File: config.mk
export PLATFORM = sky130hd
export DESIGN_NAME = gnd_merge
export DESIGN_NICKNAME = d
export VERILOG_FILES = /design/src/rtl/core/gnd_pkg.sv /design/src/rtl/core/gnd_merge.sv
export SDC_FILE = /design/constraint.sdc
export NUM_CORES = 1
export LEC_CHECK = 0
export ABC_AREA = 0
export BUFFER_PORTS_ARGS = -buffer_cell sky130_fd_sc_hd__clkbuf_2
export CAP_MARGIN = 10
export CORE_MARGIN = 5
export CORE_UTILIZATION = 58
export CTS_CLUSTER_SIZE = 10
export DETAILED_ROUTE_END_ITERATION = 6
export PLACE_DENSITY = 0.95
export SYNTH_ARGS = -nofsm -noshare
export SYNTH_HDL_FRONTEND = slang
export SYNTH_SLANG_ARGS = --single-unit
File: constraint.sdc
create_clock -name aclk -period 5.8 [get_ports aclk]
set_input_delay 1.16 -clock aclk [delete_from_list [all_inputs] [get_ports aclk]]
set_output_delay 1.16 -clock aclk [all_outputs]
set_load 0.02 [all_outputs]
File: src/rtl/core/gnd_pkg.sv
package gnd_pkg;

    localparam int COORDS_W      = 64;
    localparam int SLOT_W        = 10;
    localparam int COUNT_W       = 20;
    localparam int DENSITY_W     = 32;
    localparam int ENTRY_COUNT_W = 11;
    localparam int DIMS_W        = 4;
    localparam int CFG_IDX_W     = 2;
    localparam int CFG_DATA_W    = 11;

    localparam int DEF_MAX_CELLS  = 1024;
    localparam int DEF_MAX_DIMS   = 8;
    localparam int DEF_COORD_BITS = 8;

    localparam logic [DIMS_W-1:0] DIMS_RESET = 4'd8;

    localparam logic OP_WRITE = 1'b0;
    localparam logic OP_QUERY = 1'b1;

    localparam logic [CFG_IDX_W-1:0] REG_ENTRY_COUNT = 2'd0;
    localparam logic [CFG_IDX_W-1:0] REG_DIMS_IN_USE = 2'd1;

    typedef struct packed {
        logic clear;
        logic valid;
    } acc_ctl_t;

endpackage

File: src/rtl/core/gnd_merge.sv
module gnd_merge #(
    parameter int MAX_DIMS = gnd_pkg::DEF_MAX_DIMS
) (
    input  logic                           aclk,
    input  logic                           aresetn,
    input  gnd_pkg::acc_ctl_t              ctl,
    input  logic [MAX_DIMS-1:0]            near,
    input  logic [gnd_pkg::COUNT_W-1:0]    count,
    output logic                           busy,
    output logic [gnd_pkg::DENSITY_W-1:0]  density
);
    import gnd_pkg::*;

    logic                 v_reg;
    logic                 hit_reg;
    logic [COUNT_W-1:0]   cnt_reg;
    logic [DENSITY_W-1:0] acc_reg;
    logic [DENSITY_W-1:0] acc_next;
    logic [DENSITY_W:0]   sum;

    always_ff @(posedge aclk) begin
        if (!aresetn) begin
            v_reg <= 1'b0;
        end else begin
            v_reg <= ctl.valid;
        end
    end

    always_ff @(posedge aclk) begin
        hit_reg <= &near;
        cnt_reg <= count;
    end

    assign sum = {1'b0, acc_reg} + (DENSITY_W+1)'(cnt_reg);

    always_comb begin
        acc_next = acc_reg;
        if (ctl.clear) begin
            acc_next = '0;
        end else if (v_reg && hit_reg) begin
            acc_next = sum[DENSITY_W] ? '1 : sum[DENSITY_W-1:0];
        end
    end

    always_ff @(posedge aclk) begin
        acc_reg <= acc_next;
    end

    assign busy    = v_reg;
    assign density = acc_reg;

endmodule

==> results of run 1 <==
## how the worst max path moves through the flow
stage                                       start                       end  slack [ns]
after floorplan           density[0]$_SDFFE_PP0P_  density[16]$_SDFFE_PP0P_        3.33
after global placement    density[0]$_SDFFE_PP0P_  density[19]$_SDFFE_PP0P_        3.20
after detailed placement  density[0]$_SDFFE_PP0P_  density[13]$_SDFFE_PP0P_        3.10
after CTS                 density[0]$_SDFFE_PP0P_  density[13]$_SDFFE_PP0P_        3.04
after global routing      density[0]$_SDFFE_PP0P_  density[17]$_SDFFE_PP0P_        2.87
final                     density[0]$_SDFFE_PP0P_  density[13]$_SDFFE_PP0P_        2.99
## critical path, cell delays in order (launching register included)
cell	delay (ns)
dfxtp_1	0.34
ha_1	0.23
fa_1	0.42
a211oi_1	0.37
o21ai_2	0.15
and4_4	0.20
o21ai_4	0.23
nor2_2	0.18
nor2_2	0.37
a211oi_1	0.16
## placed cells by master (no fill, tap or decap), drive strengths merged, types with 3 or more instances in the layout
cell type	count
a21oi	23
and3	6
o211ai	3
clkbuf	69
nand4	6
o21bai	3
and2	5
nor3	26
nor2	37
o21ai	12
nand2	13
xor2	9
a311oi	5
dfxtp	54
a21o	11
a31oi	6
inv	4
xnor2	7
nand3	4
or2	3
a211oi	14
ha	20
## power groups by stage
stage | Clock, mW | Combinational (mW) | Sequential [mW]
3_5_place_dp | 0 | 0.0459 | 0.390
5_1_grt | 0.317 | 0.0532 | 0.382
2_1_floorplan | 0 | 0.0298 | 0.390
3_3_place_gp | 0 | 0.0446 | 0.390
4_1_cts | 0.303 | 0.0470 | 0.382
6_report | 0.300 | 0.0478 | 0.382
## final cells by class
cell class	count	area [um^2]	area share
Sequential cell	54	1080	0.327
Multi-Input combinational cell	242	1660	0.504
Inverter	4	15.0	0.00455
Clock buffer	5	68.8	0.0208
Timing Repair Buffer	64	320	0.0970
Tap cell	67	83.8	0.0254
Clock inverter	3	68.8	0.0208
## kinds of logic after synthesis
kind of cell,count (synthesis),share of synthesized area
mux,2,0.00752
flops,54,0.382
xor+xnor,16,0.0495
fa+ha+maj,21,0.0955
simple gates,111,0.199
buf+inv,18,0.0296
compound gates,92,0.236
## routing by layer
metal | global-route usage | wire length [um]
met1 | 0.265 | 2850
met2 | 0.386 | 3410
met3 | 0.0553 | 454
met4 | 0.113 | 236
met5 | 0 | 0
==> impl_metrics.json, run 1 <==
{
  "asyncSetResetFlopFracSynth": 0,
  "achievable-frequency_mhz": 356,
  "final_net_count": 424,
  "cts_setup_buffers": 0,
  "clk_pin_slew_ns": 0.10,
  "initial_utilization": 0.599,
  "die_w_um": 79.8,
  "final_total_negative_setup_slack_ns": 0,
  "synth_largest_area_cell": "dfxtp_1",
  "worst_path_arrival_time_ns": 2.98,
  "wire_per_inst_um": 15.8,
  "seq_power_share": 0.523,
  "synth_commonest_cells": "dfxtp_1 (54), nor2_1 (35), nor3_1 (25), a21oi_1 (22), ha_1 (20)",
  "final.hold.worst_slack_ns": 0.515,
  "grt_max_degree": 34,
  "path_max_fanout": 14,
  "synth_edf_count": 0,
  "netlist_instances": 314,
  "status": "complete, no violations",
  "placement.cell_area_mm2": 0.00316,
  "yosys.cell_types.count": 59,
  "initialDrtViolationCount": 146,
  "cell_chosen_for_the_clock_root": "clkbuf_8",
  "drive_gt1_frac": 0.247,
  "grt_first_pass_wirelength_um": 11700,
  "post-synth-top-count-cell": "dfxtp_1",
  "slew_headroom": 0.416,
  "p_leak_nw": 1.49,
  "postRouteAntennaNets": 0,
  "regToRegStartpoint": "density[0]$_SDFFE_PP0P_",
  "final.period_utilization": 0.484,
  "hp-class": "reg -> reg",
  "synth-warning-count": 0,
  "place_hpwl_um": 4850,
  "area_delta_synth_final_pct": 16.7,
  "chipHeight_um": 79.8,
  "fillCellCount": 362,
  "crit_required_ns": 5.97,
  "synthesized_cell_area_mm2": 0.00283,
  "synth_sequential_area_ratio": 0.382,
  "clock_sink_count": 54,
  "ff2ff_setup_slack_ns": 2.99,
  "route.detailed.vias_per_inst": 6.15,
  "maxCapViolCount": 0,
  "switching_pwr_mw": 0.157,
  "syn_area_per_cell_um2": 9.01,
  "cts_made_buffers": 5,
  "startpoint_type": "flip-flop",
  "timing_max_transition_violations_final": 0,
  "comb_power_share": 0.066,
  "die_area_mm2": 0.00637,
  "cts_tree": "yes",
  "drt_pre_antenna_iters": 4,
  "cell_count_after_placement": 431,
  "grt_antenna_before_repair": 0,
  "synth_largest_type_area_fraction": 0.382,
  "place_congestion": 0.891,
  "crit-reg2reg-capture": "density[13]$_SDFFE_PP0P_",
  "p_sw_frac": 0.216,
  "reg2reg_depth": 9,
  "syn_nets": 367,
  "grt_setup_unrepaired": "no",
  "gr-usage-all-layers": 0.227,
  "routed-via-count": 2700,
  "ranking_of_synthesized_cells_by_area": "dfxtp_1 (38%), ha_1 (8.8%), nor2_1 (4.6%)",
  "htree_levels": 2,
  "post_cts_resized": 0,
  "total_power_of_the_final_layout_mw": 0.729,
  "worst_slack_ns": 2.99,
  "largest_register_ff_count": 32,
  "finalNonFillerCells": 439,
  "fp-row-count": 25,
  "final_instance_area_mm2": 0.00330,
  "post-route-util": 0.699,
  "clock_skew_after_layout_ns": 0.00679,
  "worst_skew_pair.late_latency_ns": 0.31,
  "maximum_buffer_depth_of_the_clock_tree": 2,
  "final-setup-viol-count": 0,
  "worstSetupPathType": "reg -> reg",
  "route.detailed.drc": 0,
  "floorplan_core_area_mm2": 0.00472,
  "first_global_vias": 2624,
  "ys.flop_type": "dfxtp_1",
  "ios": 65,
  "register_bit_total_from_synthesis": 54,
  "vdd_drop_max_mv": 0.128,
  "portBuffers": 64,
  "whs_endpoint": "density[4]$_SDFFE_PP0P_",
  "min_delay_path_depth": 2,
  "gr-total-overflow": 0,
  "routed_wirelength_um": 6950,
  "crit_path_end_kind": "flip-flop",
  "p_clk_frac": 0.411,
  "final_period_minus_worst_setup_slack_ns": 2.81,
  "power.density_cell_area_mw_per_mm2": 221,
  "timing_hold_violations_final": 0,
  "holdCritStartpoint": "density[4]$_SDFFE_PP0P_",
  "antenna_cells": 0,
  "cts.hold.buffers_added": 0,
  "detailedPlace.worstSlack_ns": 3.10,
  "intPower_mw": 0.572,
  "max_slew.worst_pin.slew_ns": 0.876
}
(Power assumes the default switching activity.)
==> run 2, diff against run 1 <==
--- a/config.mk
+++ b/config.mk
@@ -9,10 +9,10 @@
 export BUFFER_PORTS_ARGS = -buffer_cell sky130_fd_sc_hd__clkbuf_2
 export CAP_MARGIN = 10
 export CORE_MARGIN = 5
-export CORE_UTILIZATION = 58
+export CORE_UTILIZATION = 49
 export CTS_CLUSTER_SIZE = 10
 export DETAILED_ROUTE_END_ITERATION = 6
-export PLACE_DENSITY = 0.95
+export PLACE_DENSITY = 0.86
 export SYNTH_ARGS = -nofsm -noshare
 export SYNTH_HDL_FRONTEND = slang
 export SYNTH_SLANG_ARGS = --single-unit
==> constraint.sdc (replaced) <==
create_clock -name aclk -period 2.4 [get_ports aclk]
set_input_delay 0.48 -clock aclk [delete_from_list [all_inputs] [get_ports aclk]]
set_output_delay 0.48 -clock aclk [all_outputs]
set_load 0.02 [all_outputs]
==> impl_metrics.json, run 2 (synthesis gave the netlist of run 1 again) <==
{
  "final_net_count": 448,
  "route.detailed.drc": 0,
  "die_w_um": 86.0,
  "vdd_drop_max_mv": 0.300,
  "ff2ff_setup_slack_ns": -0.02,
  "mostFrequentLayoutCell": "clkbuf_2",
  "drt_pre_antenna_iters": 4,
  "placement.cell_area_mm2": 0.00331,
  "grt_antenna_before_repair": 0,
  "regToRegStartpoint": "density[0]$_SDFFE_PP0P_",
  "max_slew.worst_pin.slew_ns": 0.768,
  "clock_skew_after_layout_ns": 0.00714,
  "worst_path_arrival_time_ns": 2.59,
  "routed-via-count": 2690,
  "area_delta_synth_final_pct": 29.0,
  "first_global_vias": 2588,
  "ios": 65,
  "maxCapViolCount": 0,
  "p_leak_nw": 1.63,
  "die_area_mm2": 0.00739,
  "power.density_cell_area_mw_per_mm2": 435,
  "clk_pin_slew_ns": 0.10,
  "final.period_utilization": 1.01,
  "portBuffers": 64,
  "worst_skew_pair.late_latency_ns": 0.31,
  "timing_hold_violations_final": 0,
  "final-setup-viol-count": 2,
  "postRouteAntennaNets": 0,
  "cts_made_buffers": 5,
  "startpoint_type": "flip-flop",
  "largest_register_ff_count": 32,
  "clock_sink_count": 54,
  "fp-row-count": 27,
  "initialDrtViolationCount": 169,
  "cts.hold.buffers_added": 0,
  "final_period_minus_worst_setup_slack_ns": 2.42,
  "crit-reg2reg-capture": "density[1]$_SDFFE_PP0P_",
  "holdCritStartpoint": "count[19]",
  "routed_wirelength_um": 7410,
  "worst_slack_ns": -0.0155,
  "whs_endpoint": "cnt_reg[19]$_DFF_P_",
  "path_max_fanout": 6,
  "cts_tree": "yes",
  "route.detailed.vias_per_inst": 5.75,
  "grt_max_degree": 34,
  "slew_headroom": 0.487,
  "gr-usage-all-layers": 0.190,
  "place_hpwl_um": 5180,
  "cell_chosen_for_the_clock_root": "clkbuf_8",
  "hp-class": "in -> reg",
  "wire_per_inst_um": 15.8,
  "final_instance_area_mm2": 0.00365,
  "crit_required_ns": 2.57,
  "final_cell_mix": "clkbuf_2 (64), dfxtp_1 (52), nor2_1 (34)",
  "timing_max_transition_violations_final": 0,
  "status": "complete, but fails checks",
  "grt_first_pass_wirelength_um": 11600,
  "grt_setup_unrepaired": "yes",
  "gr-total-overflow": 0,
  "min_delay_path_depth": 1,
  "failed_checks": "negative setup slack",
  "htree_levels": 2,
  "floorplan_core_area_mm2": 0.00557,
  "place_congestion": 0.928,
  "crit_path_end_kind": "flip-flop",
  "total_power_of_the_final_layout_mw": 1.59,
  "initial_utilization": 0.508,
  "antenna_cells": 0,
  "drive_gt1_frac": 0.354,
  "maximum_buffer_depth_of_the_clock_tree": 2,
  "reg2reg_depth": 10,
  "worstSetupPathType": "reg -> reg",
  "achievable-frequency_mhz": 414,
  "chipHeight_um": 86.0
}
## run 2: metrics by stage
| stage | setup WS (ns) | util | cells | TNS [ns] | hold slack, ns |
|---|---|---|---|---|---|
| floorplan | -0.00257 | - | 314 | -0.00257 | 0.508 |
| global placement | -0.0125 | 0.594 | 454 | -0.0125 | 0.500 |
| detailed placement | -0.0713 | 0.594 | 454 | -0.633 | 0.502 |
| CTS | -0.0163 | 0.614 | 462 | -0.0163 | 0.258 |
| global route | -0.135 | 0.655 | 468 | -1.19 | 0.248 |
| finish | -0.0155 | 0.655 | 468 | -0.0217 | 0.262 |
## run 2: critical path, cell delays in order, from the launching register on
cell      delay [ns]
dfxtp_2         0.35
ha_4            0.17
fa_2            0.41
a211oi_4        0.27
o21ai_2         0.10
and4_4          0.18
o21ai_4         0.26
nor2_4          0.11
buf_8           0.15
nor3_1          0.18
nor3_1          0.10
## run 2: layout make-up
type                            count  area [um^2]
Clock buffer                        7         86.3
Clock inverter                      1         5.00
Fill cell                         459         1930
Inverter                            4         15.0
Multi-Input combinational cell    242         1840
Sequential cell                    54         1080
Tap cell                           72         90.1
Timing Repair Buffer               88          533
## run 2: how the worst max path moves through the flow
| stage | startpoint | end | slack [ns] | cells past startpoint |
|---|---|---|---|---|
| detailed placement | density[1]$_SDFFE_PP0P_ | density[25]$_SDFFE_PP0P_ | -0.07 | 8 |
| global placement | density[1]$_SDFFE_PP0P_ | density[29]$_SDFFE_PP0P_ | -0.01 | 8 |
| CTS | density[12]$_SDFFE_PP0P_ | density[30]$_SDFFE_PP0P_ | -0.02 | 8 |
| floorplan | density[0]$_SDFFE_PP0P_ | density[16]$_SDFFE_PP0P_ | -0.003 | 10 |
| global route | density[0]$_SDFFE_PP0P_ | density[1]$_SDFFE_PP0P_ | -0.13 | 10 |
| finish | density[0]$_SDFFE_PP0P_ | density[1]$_SDFFE_PP0P_ | -0.02 | 10 |
## run 2: power by group
part	internal (mW)	switching, mW	total, mW
combinational	0.0604	0.0740	0.134
clock	0.234	0.297	0.531
sequential	0.915	0.00829	0.923
## run 2: what timing repair did
item | 4_1_cts | 5_1_grt
cloned | 0 | 1
buffers inserted | 0 | 5
setup endpoints to repair | 24 | 31
pin swaps | 3 | 16
gates resized for setup | 5 | 31
## run 2: routing by layer
metal,track usage,share of wire,vias up
met3,0.0413,0.049,18
li1,-,-,1329
met1,0.234,0.44,1273
met5,0,0,-
met4,0.0835,0.025,0
met2,0.318,0.49,70
