File: src/rtl/core/gnd_pkg.sv
package gnd_pkg;

    localparam int COORDS_W      = 64;
    localparam int SLOT_W        = 10;
    localparam int COUNT_W       = 20;
    localparam int DENSITY_W     = 32;
    localparam int ENTRY_COUNT_W = 11;
    localparam int DIMS_W        = 4;
    localparam int CFG_IDX_W     = 2;
    localparam int CFG_DATA_W    = 11;

    localparam int DEF_MAX_CELLS  = 1024;
    localparam int DEF_MAX_DIMS   = 8;
    localparam int DEF_COORD_BITS = 8;

    localparam logic [DIMS_W-1:0] DIMS_RESET = 4'd8;

    localparam logic OP_WRITE = 1'b0;
    localparam logic OP_QUERY = 1'b1;

    localparam logic [CFG_IDX_W-1:0] REG_ENTRY_COUNT = 2'd0;
    localparam logic [CFG_IDX_W-1:0] REG_DIMS_IN_USE = 2'd1;

    typedef struct packed {
        logic clear;
        logic valid;
    } acc_ctl_t;

endpackage

File: src/rtl/core/gnd_lane.sv
module gnd_lane #(
    parameter int COORD_BITS = gnd_pkg::DEF_COORD_BITS,
    parameter int LANE       = 0
) (
    input  logic                          enable,
    input  logic [gnd_pkg::COORDS_W-1:0]  query_coords,
    input  logic [gnd_pkg::COORDS_W-1:0]  entry_coords,
    output logic                          near
);
    import gnd_pkg::*;

    logic [COORD_BITS-1:0] x;
    logic [COORD_BITS-1:0] y;
    logic [COORD_BITS:0]   xe;
    logic [COORD_BITS:0]   ye;

    always_comb begin
        int pos;
        x = '0;
        y = '0;
        for (int b = 0; b < COORD_BITS; b++) begin
            pos = LANE * COORD_BITS + b;
            if (pos < COORDS_W) begin
                x[b] = query_coords[pos[5:0]];
                y[b] = entry_coords[pos[5:0]];
            end
        end
    end

    assign xe = {1'b0, x};
    assign ye = {1'b0, y};

    assign near = !enable || (xe == ye) || (xe == ye + 1'b1) || (ye == xe + 1'b1);

endmodule

File: config.mk
export PLATFORM = sky130hd
export DESIGN_NAME = gnd_lane
export DESIGN_NICKNAME = d
export VERILOG_FILES = /design/src/rtl/core/gnd_pkg.sv /design/src/rtl/core/gnd_lane.sv
export SDC_FILE = /design/constraint.sdc
export NUM_CORES = 1
export LEC_CHECK = 0
export BUFFER_PORTS_ARGS = -buffer_cell sky130_fd_sc_hd__buf_2
export CORE_MARGIN = 8
export CORE_UTILIZATION = 26
export DETAILED_ROUTE_END_ITERATION = 10
export PLACE_DENSITY = 0.91
export SYNTH_ARGS = -nofsm -noshare
export SYNTH_HDL_FRONTEND = slang
export SYNTH_SLANG_ARGS = --single-unit
File: constraint.sdc
create_clock -name vclk -period 3
set_clock_uncertainty 0.1 [all_clocks]
set_input_delay 0.6 -clock vclk [all_inputs]
set_output_delay 0.6 -clock vclk [all_outputs]
set_load 0.05 [all_outputs]
==> metrics, run 1 <==
Synth Cell Area 564 µm²; die area 3920 µm²; Area growth syn-to-layout 26.8%; number of global-route vias before repair around 630; worst vdd ir approximately 0.000054 V; Core Region 2130 µm²; Cells after Synth between 80 and 90; Inserted Diodes 0; min Tclk post-route ~2.9 ns; max-cap violations 0; Synth area leaders xor2_1 (12%), xnor2_1 (6.2%), nor2b_1 (5.5%); Slew HR 66.9%; grt ovf 0; Finished Layout Cells approximately 130; placed cells about 130; Total Nets Final between 200 and 250; final setup violating endpoints 0; YS warnings 0; worst slack at placement a little under 0.09 ns; IO buf count 18; Commonest cells post-synth xor2_1 (8), nand2_1 (7), nor2b_1 (5); Tcrit/Tclk final a little over nine tenths; Power Total slightly below 100 µW; Vias/cell roughly 5.4; syn avg cell area 6.88 µm²; Distinct cells, synth 36; Cell Pwr Density about 140 nW/µm²; Hold Crit Depth 4; CLK BUF 0; largest net degree at the start of global routing 12; Max Fclk between 300 and 400 MHz; num sequential 0; Worst setup EP type output pin; crit path DAT around 2.2 ns; share of cells above drive strength 1 about 25%; Placer Congestion between 0.8 and 0.9; leakage power just under 0.3 nW; first-pass iteration count of the detailed router 4; Final Hold Fails 0; share of Yosys cell area claimed by the top area cell type between 10% and 20%; Critical Path Fanout Max 4; WS Path Type primary input to output pin; Tightest Hold Check Type primary input to output pin; status finished clean; Initial DRC Count 25; antenna viol nets, final 0; drc violations 0; post-synthesis sequential area ratio 0%; initial antenna violation count 0; postcts setup bufs 0; worst path required time approximately 2.3 ns; initial core utilization approximately a quarter; Detail Placement HPWL roughly 1.4 mm; Die X approximately 63 µm; GRT Total Usage about 7%; Pins Over Slew Limit 0; FF+latch area 0 µm²; Ports 130; row cnt 17; Critical Path Start Type primary input; final worst setup slack 0.128 ns; Die H around 63 µm; most common cell in the netlist xor2_1; RSZ-0062 raised after global routing false; Vias between 600 and 700; setup TNS 0 ns; syn_nets about 210; wire per inst roughly 13 µm; area leader, netlist xor2_1; worst-margin pin slew between 0.4 and 0.5 ns; global-route wire length before repair 2.54 mm; drt total wl roughly 1.6 mm; Fin Hold WS 1.60 ns
==> worst max-delay path, stage by stage <==
cell and delay, ns:
buf_2 0.11, ha_1 0.24, or4_1 0.54, a21oi_1 0.15
o221ai_1 0.17, o311ai_2 0.12, buf_4 0.25
==> per-stage QoR <==
| step | utilization (%) | instance area, µm² |
|---|---|---|
| final | 33.6 | 716 |
| after global routing | 33.6 | 716 |
| after CTS | 33.5 | 712 |
| after detailed placement | 33.5 | 712 |
| after global placement | 33.5 | 712 |
| after floorplan | - | 572 |
==> area by class of cell <==
cell class,count,area (µm²)
inverter,3,11.3
tap,28,35.0
multi-input combinational,75,539
timing repair buffer,23,130
fill,236,1410
==> routing by layer <==
layer / vias up / wire length, µm / track usage (%)
li1: 348 / - / -
met1: 318 / 725 / 8.54
met2: 26 / 803 / 13.8
met3: 2 / 97 / 0.896
met4: 0 / 4 / 0.285
met5: - / 0 / 0
==> path summary, 6_finish.rpt <==
check / from / end / slack (ns)
max: query_coords[0] / near / 0.13
min: enable / near / 1.60
==> placed cells by master, fill, tap and decap left out, types with 2 or more instances in the layout <==
| cell | netlist | routed |
|---|---|---|
| a21oi_1 | 3 | 3 |
| and3_1 | 2 | 2 |
| buf_2 | 3 | 17 |
| buf_4 | 1 | 6 |
| ha_1 | 2 | 2 |
| inv_1 | 3 | 3 |
| mux2i_1 | 2 | 2 |
| nand2_1 | 7 | 7 |
| nand2b_1 | 2 | 2 |
| nand3_1 | 4 | 4 |
| nand4_1 | 2 | 2 |
| nor2_1 | 4 | 4 |
| nor2b_1 | 5 | 5 |
| nor3_1 | 4 | 4 |
| nor4_1 | 4 | 4 |
| o21a_1 | 2 | 2 |
| o21ai_0 | 2 | 2 |
| xnor2_1 | 4 | 4 |
| xor2_1 | 8 | 8 |
==> power breakdown <==
part / total [mW] / internal [mW] / switching (mW)
Sequential: 0 / 0 / 0
Clock: 0 / 0 / 0
Combinational: 0.0986 / 0.0449 / 0.0537
Total: 0.0986 / 0.0449 / 0.0537
==> repair_timing <==
item / CTS / global route
hold buffers: 0 / 0
setup endpoints to repair: 0 / 1
gates resized for setup: 0 / 3
==> kinds of logic after synthesis <==
group                    Yosys count  share of synthesized area [%]
AND/OR/NAND/NOR                   40                           40.4
AO/OA/AOI/OAI                     18                           23.1
XOR/XNOR                          13                           22.6
buffers and inverters              7                           5.99
multiplexers                       2                           3.55
adder cells (fa/ha/maj)            2                           4.43
No activity file was read; power rests on OpenSTA's default activity.
==> inputs of run 2 (changes only) <==
Settings changed: RECOVER_POWER from default to 50.
==> metrics, run 2 (synthesis results as in run 1) <==
Slew HR 66.9% (unchanged); Area growth syn-to-layout 26.8% (unchanged); Critical Path Start Type primary input; CLK BUF 0 (unchanged); WS Path Type primary input to output pin; grt ovf 0 (unchanged); Final Hold Fails 0 (unchanged); postcts setup bufs 0 (unchanged); leakage power 0.289 nW (about the same); DP Area 712 µm² (unchanged); Final Cell Area 716 µm² (unchanged); RSZ-0062 raised after global routing false; crit path DAT 2.17 ns (about the same); FF+latch area 0 µm² (unchanged); Die X 62.6 µm (unchanged); Ports 130 (unchanged); first-pass iteration count of the detailed router 4 (unchanged); worst vdd ir 0.0000542 V (about the same); Pins Over Slew Limit 0 (unchanged); number of global-route vias before repair 626 (unchanged); crit path max-delay cell type or4_1; share of cells above drive strength 1 24.8% (unchanged); worst hold path startpoint enable; initial core utilization 26.5% (unchanged); delay-heaviest family, CP simple AND/OR/NAND/NOR gates; Vias/cell 5.38 (unchanged); Placer Congestion 0.843 (unchanged); min Tclk post-route 2.87 ns (+0.00000900 ns); wire per inst 12.6 µm (unchanged); Filler cells 236 (unchanged); commonest non-fill, non-tap cell in the layout buf_2; largest net degree at the start of global routing 12 (unchanged); initial antenna violation count 0 (unchanged); worst path required time 2.30 ns (about the same); Initial DRC Count 25 (unchanged); Critical Path Fanout Max 4 (unchanged); worst-margin pin slew 0.484 ns (unchanged); die area 3920 µm² (unchanged); Hold Crit Endpoint near; Critical Path, Cell by Cell buf_2 -> ha_1 -> or4_1 -> a21oi_1 -> o221ai_1 -> o311ai_2 -> buf_4; Tcrit/Tclk final 95.7% (about the same); Die H 62.6 µm (unchanged); Vias 694 (unchanged); CP Depth 7 (unchanged); max-cap violations 0 (unchanged); drt total wl 1.63 mm (unchanged); Hold Crit Depth 4 (unchanged); Inserted Diodes 0 (unchanged); final setup violating endpoints 0 (unchanged); Core Region 2130 µm² (unchanged); Total Nets Final 234 (unchanged); Detail Placement HPWL 1.37 mm (unchanged); IO buf count 18 (unchanged); num sequential 0 (unchanged); Max Fclk 348 MHz (about the same); Cell Pwr Density 138 nW/µm² (about the same); antenna viol nets, final 0 (unchanged); Worst setup EP type output pin; setup TNS 0 ns (unchanged); status finished clean; Largest stage delay, worst path 0.54 ns (about the same); Final Util 33.6% (unchanged); Tightest Hold Check Type primary input to output pin; row cnt 17 (unchanged); GRT Total Usage 7.20% (unchanged); most frequent cells in the layout buf_2 (16), xor2_1 (8), nand2_1 (7); crit path buf inv count 2 (unchanged); global-route wire length before repair 2.54 mm (unchanged); drc violations 0 (unchanged)
==> run 2: cell count changes in the layout (fill, tap and decap cells not counted) <==
cell,before,now
buf_2,17,16
clkbuf_2,0,1
==> run 2: worst max path at each step <==
| stage | from | slack [ns] | to |
|---|---|---|---|
| after CTS | entry_coords[1] | 0.08 | near |
| after global placement | query_coords[0] | 0.09 | near |
| final | query_coords[0] | 0.13 | near |
| after floorplan | entry_coords[0] | 0.08 | near |
| after global routing | entry_coords[1] | 0.02 | near |
| after detailed placement | query_coords[0] | 0.09 | near |
==> run 2: routing by layer <==
metal  up-vias  GRT usage, %  routed length [µm]
li1        348             -                   -
met1       318          8.54                 725
met2        26          13.8                 803
met3         2         0.896                  97
met4         0         0.285                   4
met5         -             0                   0
==> run 2: through the flow <==
| stage | hold slack [ns] | power [mW] | setup slack, ns | cells |
|---|---|---|---|---|
| 6_report | 1.60 | 0.0985 | 0.128 | 129 |
| 5_1_grt | 1.61 | 0.107 | 0.0187 | 129 |
| 4_1_cts | 1.66 | 0.0970 | 0.0787 | 129 |
| 3_5_place_dp | 1.66 | 0.0966 | 0.0877 | 129 |
| 3_3_place_gp | 1.65 | 0.0947 | 0.0938 | 129 |
| 2_1_floorplan | 1.45 | 0.0608 | 0.0789 | 82 |
==> run 2: repair_timing <==
| action | 4_1_cts | 5_1_grt |
|---|---|---|
| gates resized for setup | 0 | 3 |
| endpoints found under the setup margin | 0 | 1 |
| hold buffers | 0 | 0 |
==> run 2: cell type report <==
cell class,count,area (µm²),share of cell area (%)
Timing Repair Buffer,23,130,18.2
Inverter,3,11.3,1.57
Multi-Input combinational cell,75,539,75.3
Tap cell,28,35.0,4.90
==> run 2: where the power goes <==
group / total [mW] / leakage [nW] / internal [mW] / switching, mW
clock: 0 / 0 / 0 / 0
sequential: 0 / 0 / 0 / 0
combinational: 0.0985 / 0.289 / 0.0449 / 0.0537
total: 0.0985 / 0.289 / 0.0449 / 0.0537
==> inputs of run 3 (changes only) <==
Settings changed: BUFFER_PORTS_ARGS -buffer_cell sky130_fd_sc_hd__buf_2 to -buffer_cell sky130_fd_sc_hd__buf_4, SKIP_LAST_GASP from default to 1.
==> metrics, run 3 (synthesis results as in run 1) <==
status finished clean; Core Region 2130 µm² (unchanged); RSZ-0062 raised after global routing false; Power Total 102 µW (+3.0%); CLK BUF 0 (unchanged); Critical Path Start Type primary input; Tightest Hold Check Type primary input to output pin; Ports 130 (unchanged); Total Nets Final 229 (-2.1%); Area growth syn-to-layout 29.5%; setup TNS 0 ns (unchanged); Die X 62.6 µm (unchanged); max-cap violations 0 (unchanged); largest net degree at the start of global routing 12 (unchanged); Vias/cell 5.56 (+3.4%); GRT Total Usage 7.96% (+0.77 points); Worst setup EP type output pin; Cell Pwr Density 139 nW/µm² (+0.92%); drt total wl 1.75 mm (+7.2%); busiest grt layer met2; worst-margin pin slew 0.416 ns (-0.0683 ns); antenna viol nets, final 0 (unchanged); Pins Over Slew Limit 0 (unchanged); most frequent cells in the layout buf_4 (17), xor2_1 (8), nand2_1 (7); IO buf count 18 (unchanged); min Tclk post-route 2.94 ns (+0.0647 ns); GR Util met1 8.95% (+0.42 points); crit path DAT 2.24 ns (+0.07 ns); Finished Layout Cells 124 (-3.9%); number of global-route vias before repair 668 (+6.7%); worst vdd ir 0.0000482 V (-11%); Slew HR 72.2% (+5.3 points); share of cells above drive strength 1 21.9% (-2.9 points); Critical Path Fanout Max 6 (+2); FF+latch area 0 µm² (unchanged); met3 Usage GRT 1.43% (+0.54 points); placed cells 124 (-3.9%); drc violations 0 (unchanged); postcts setup bufs 0 (unchanged); num sequential 0 (unchanged); first-pass iteration count of the detailed router 4 (unchanged); final worst setup slack 0.0636 ns (-0.0647 ns); worst slack at placement 0.0897 ns (+0.00196 ns); WS Path Type primary input to output pin; row cnt 17 (unchanged); Die H 62.6 µm (unchanged); crit path from query_coords[0]; Inserted Diodes 0 (unchanged); leakage power 0.281 nW (-2.8%); Tcrit/Tclk final 97.9% (+2.2 points); initial antenna violation count 0 (unchanged); final setup violating endpoints 0 (unchanged); commonest non-fill, non-tap cell in the layout buf_4; die area 3920 µm² (unchanged); routing usage on met2 14.9% (+1.0 points); Vias 690 (-0.58%); Placer Congestion 0.827 (-2.0%); worst path required time 2.30 ns (about the same); Max Fclk 341 MHz (-2.2%); Initial DRC Count 27 (+8.0%); Final Util 34.4% (+0.71 points); CP endpoint near; Detail Placement HPWL 1.41 mm (+3.1%); global-route wire length before repair 2.82 mm (+11%); initial core utilization 26.5% (unchanged); grt ovf 0 (unchanged); wire per inst 14.1 µm (+12%); Final Hold Fails 0 (unchanged)
run 3: per-stage QoR:
stage / hold slack [ns] / instance area (µm²)
6_report: 1.58 / 731
5_1_grt: 1.63 / 731
4_1_cts: 1.61 / 719
3_5_place_dp: 1.61 / 719
3_3_place_gp: 1.61 / 719
2_1_floorplan: 1.45 / 572
run 3: power breakdown:
| group | total, mW | internal [mW] | switching [mW] |
|---|---|---|---|
| clock network | 0 | 0 | 0 |
| logic | 0.102 | 0.0467 | 0.0548 |
| registers | 0 | 0 | 0 |
| total | 0.102 | 0.0467 | 0.0548 |
run 3: worst min-delay path by stage:
stage / start / to / slack, ns / cells after the start
global route: enable / near / 1.63 / 4
detailed placement: enable / near / 1.61 / 4
floorplan: enable / near / 1.45 / 2
global placement: enable / near / 1.61 / 4
CTS: enable / near / 1.61 / 4
finish: enable / near / 1.58 / 4
run 3: repair_timing:
item | in CTS | in global routing
gates resized for setup | 0 | 4
hold buffers | 0 | 0
endpoints found under the setup margin | 0 | 1
run 3: area by class of cell:
| class | instances | area [µm²] |
|---|---|---|
| inverters | 3 | 11.3 |
| repair buffers | 18 | 139 |
| multi-input cells | 75 | 546 |
| well taps | 28 | 35.0 |
| fillers | 233 | 1400 |
run 3: per-layer routing:
| layer | wire [µm] | part of all wire, % | up-vias |
|---|---|---|---|
| met4 | 24 | 1.4 | 0 |
| li1 | - | - | 338 |
| met5 | 0 | 0 | - |
| met1 | 703 | 40 | 315 |
| met2 | 921 | 53 | 33 |
| met3 | 98 | 5.6 | 4 |
run 3: critical path: stages:
cell      delay [ns]
buf_4           0.13
ha_1            0.24
or4_1           0.54
a21oi_1         0.19
o221ai_1        0.19
o311ai_2        0.13
buf_6           0.21
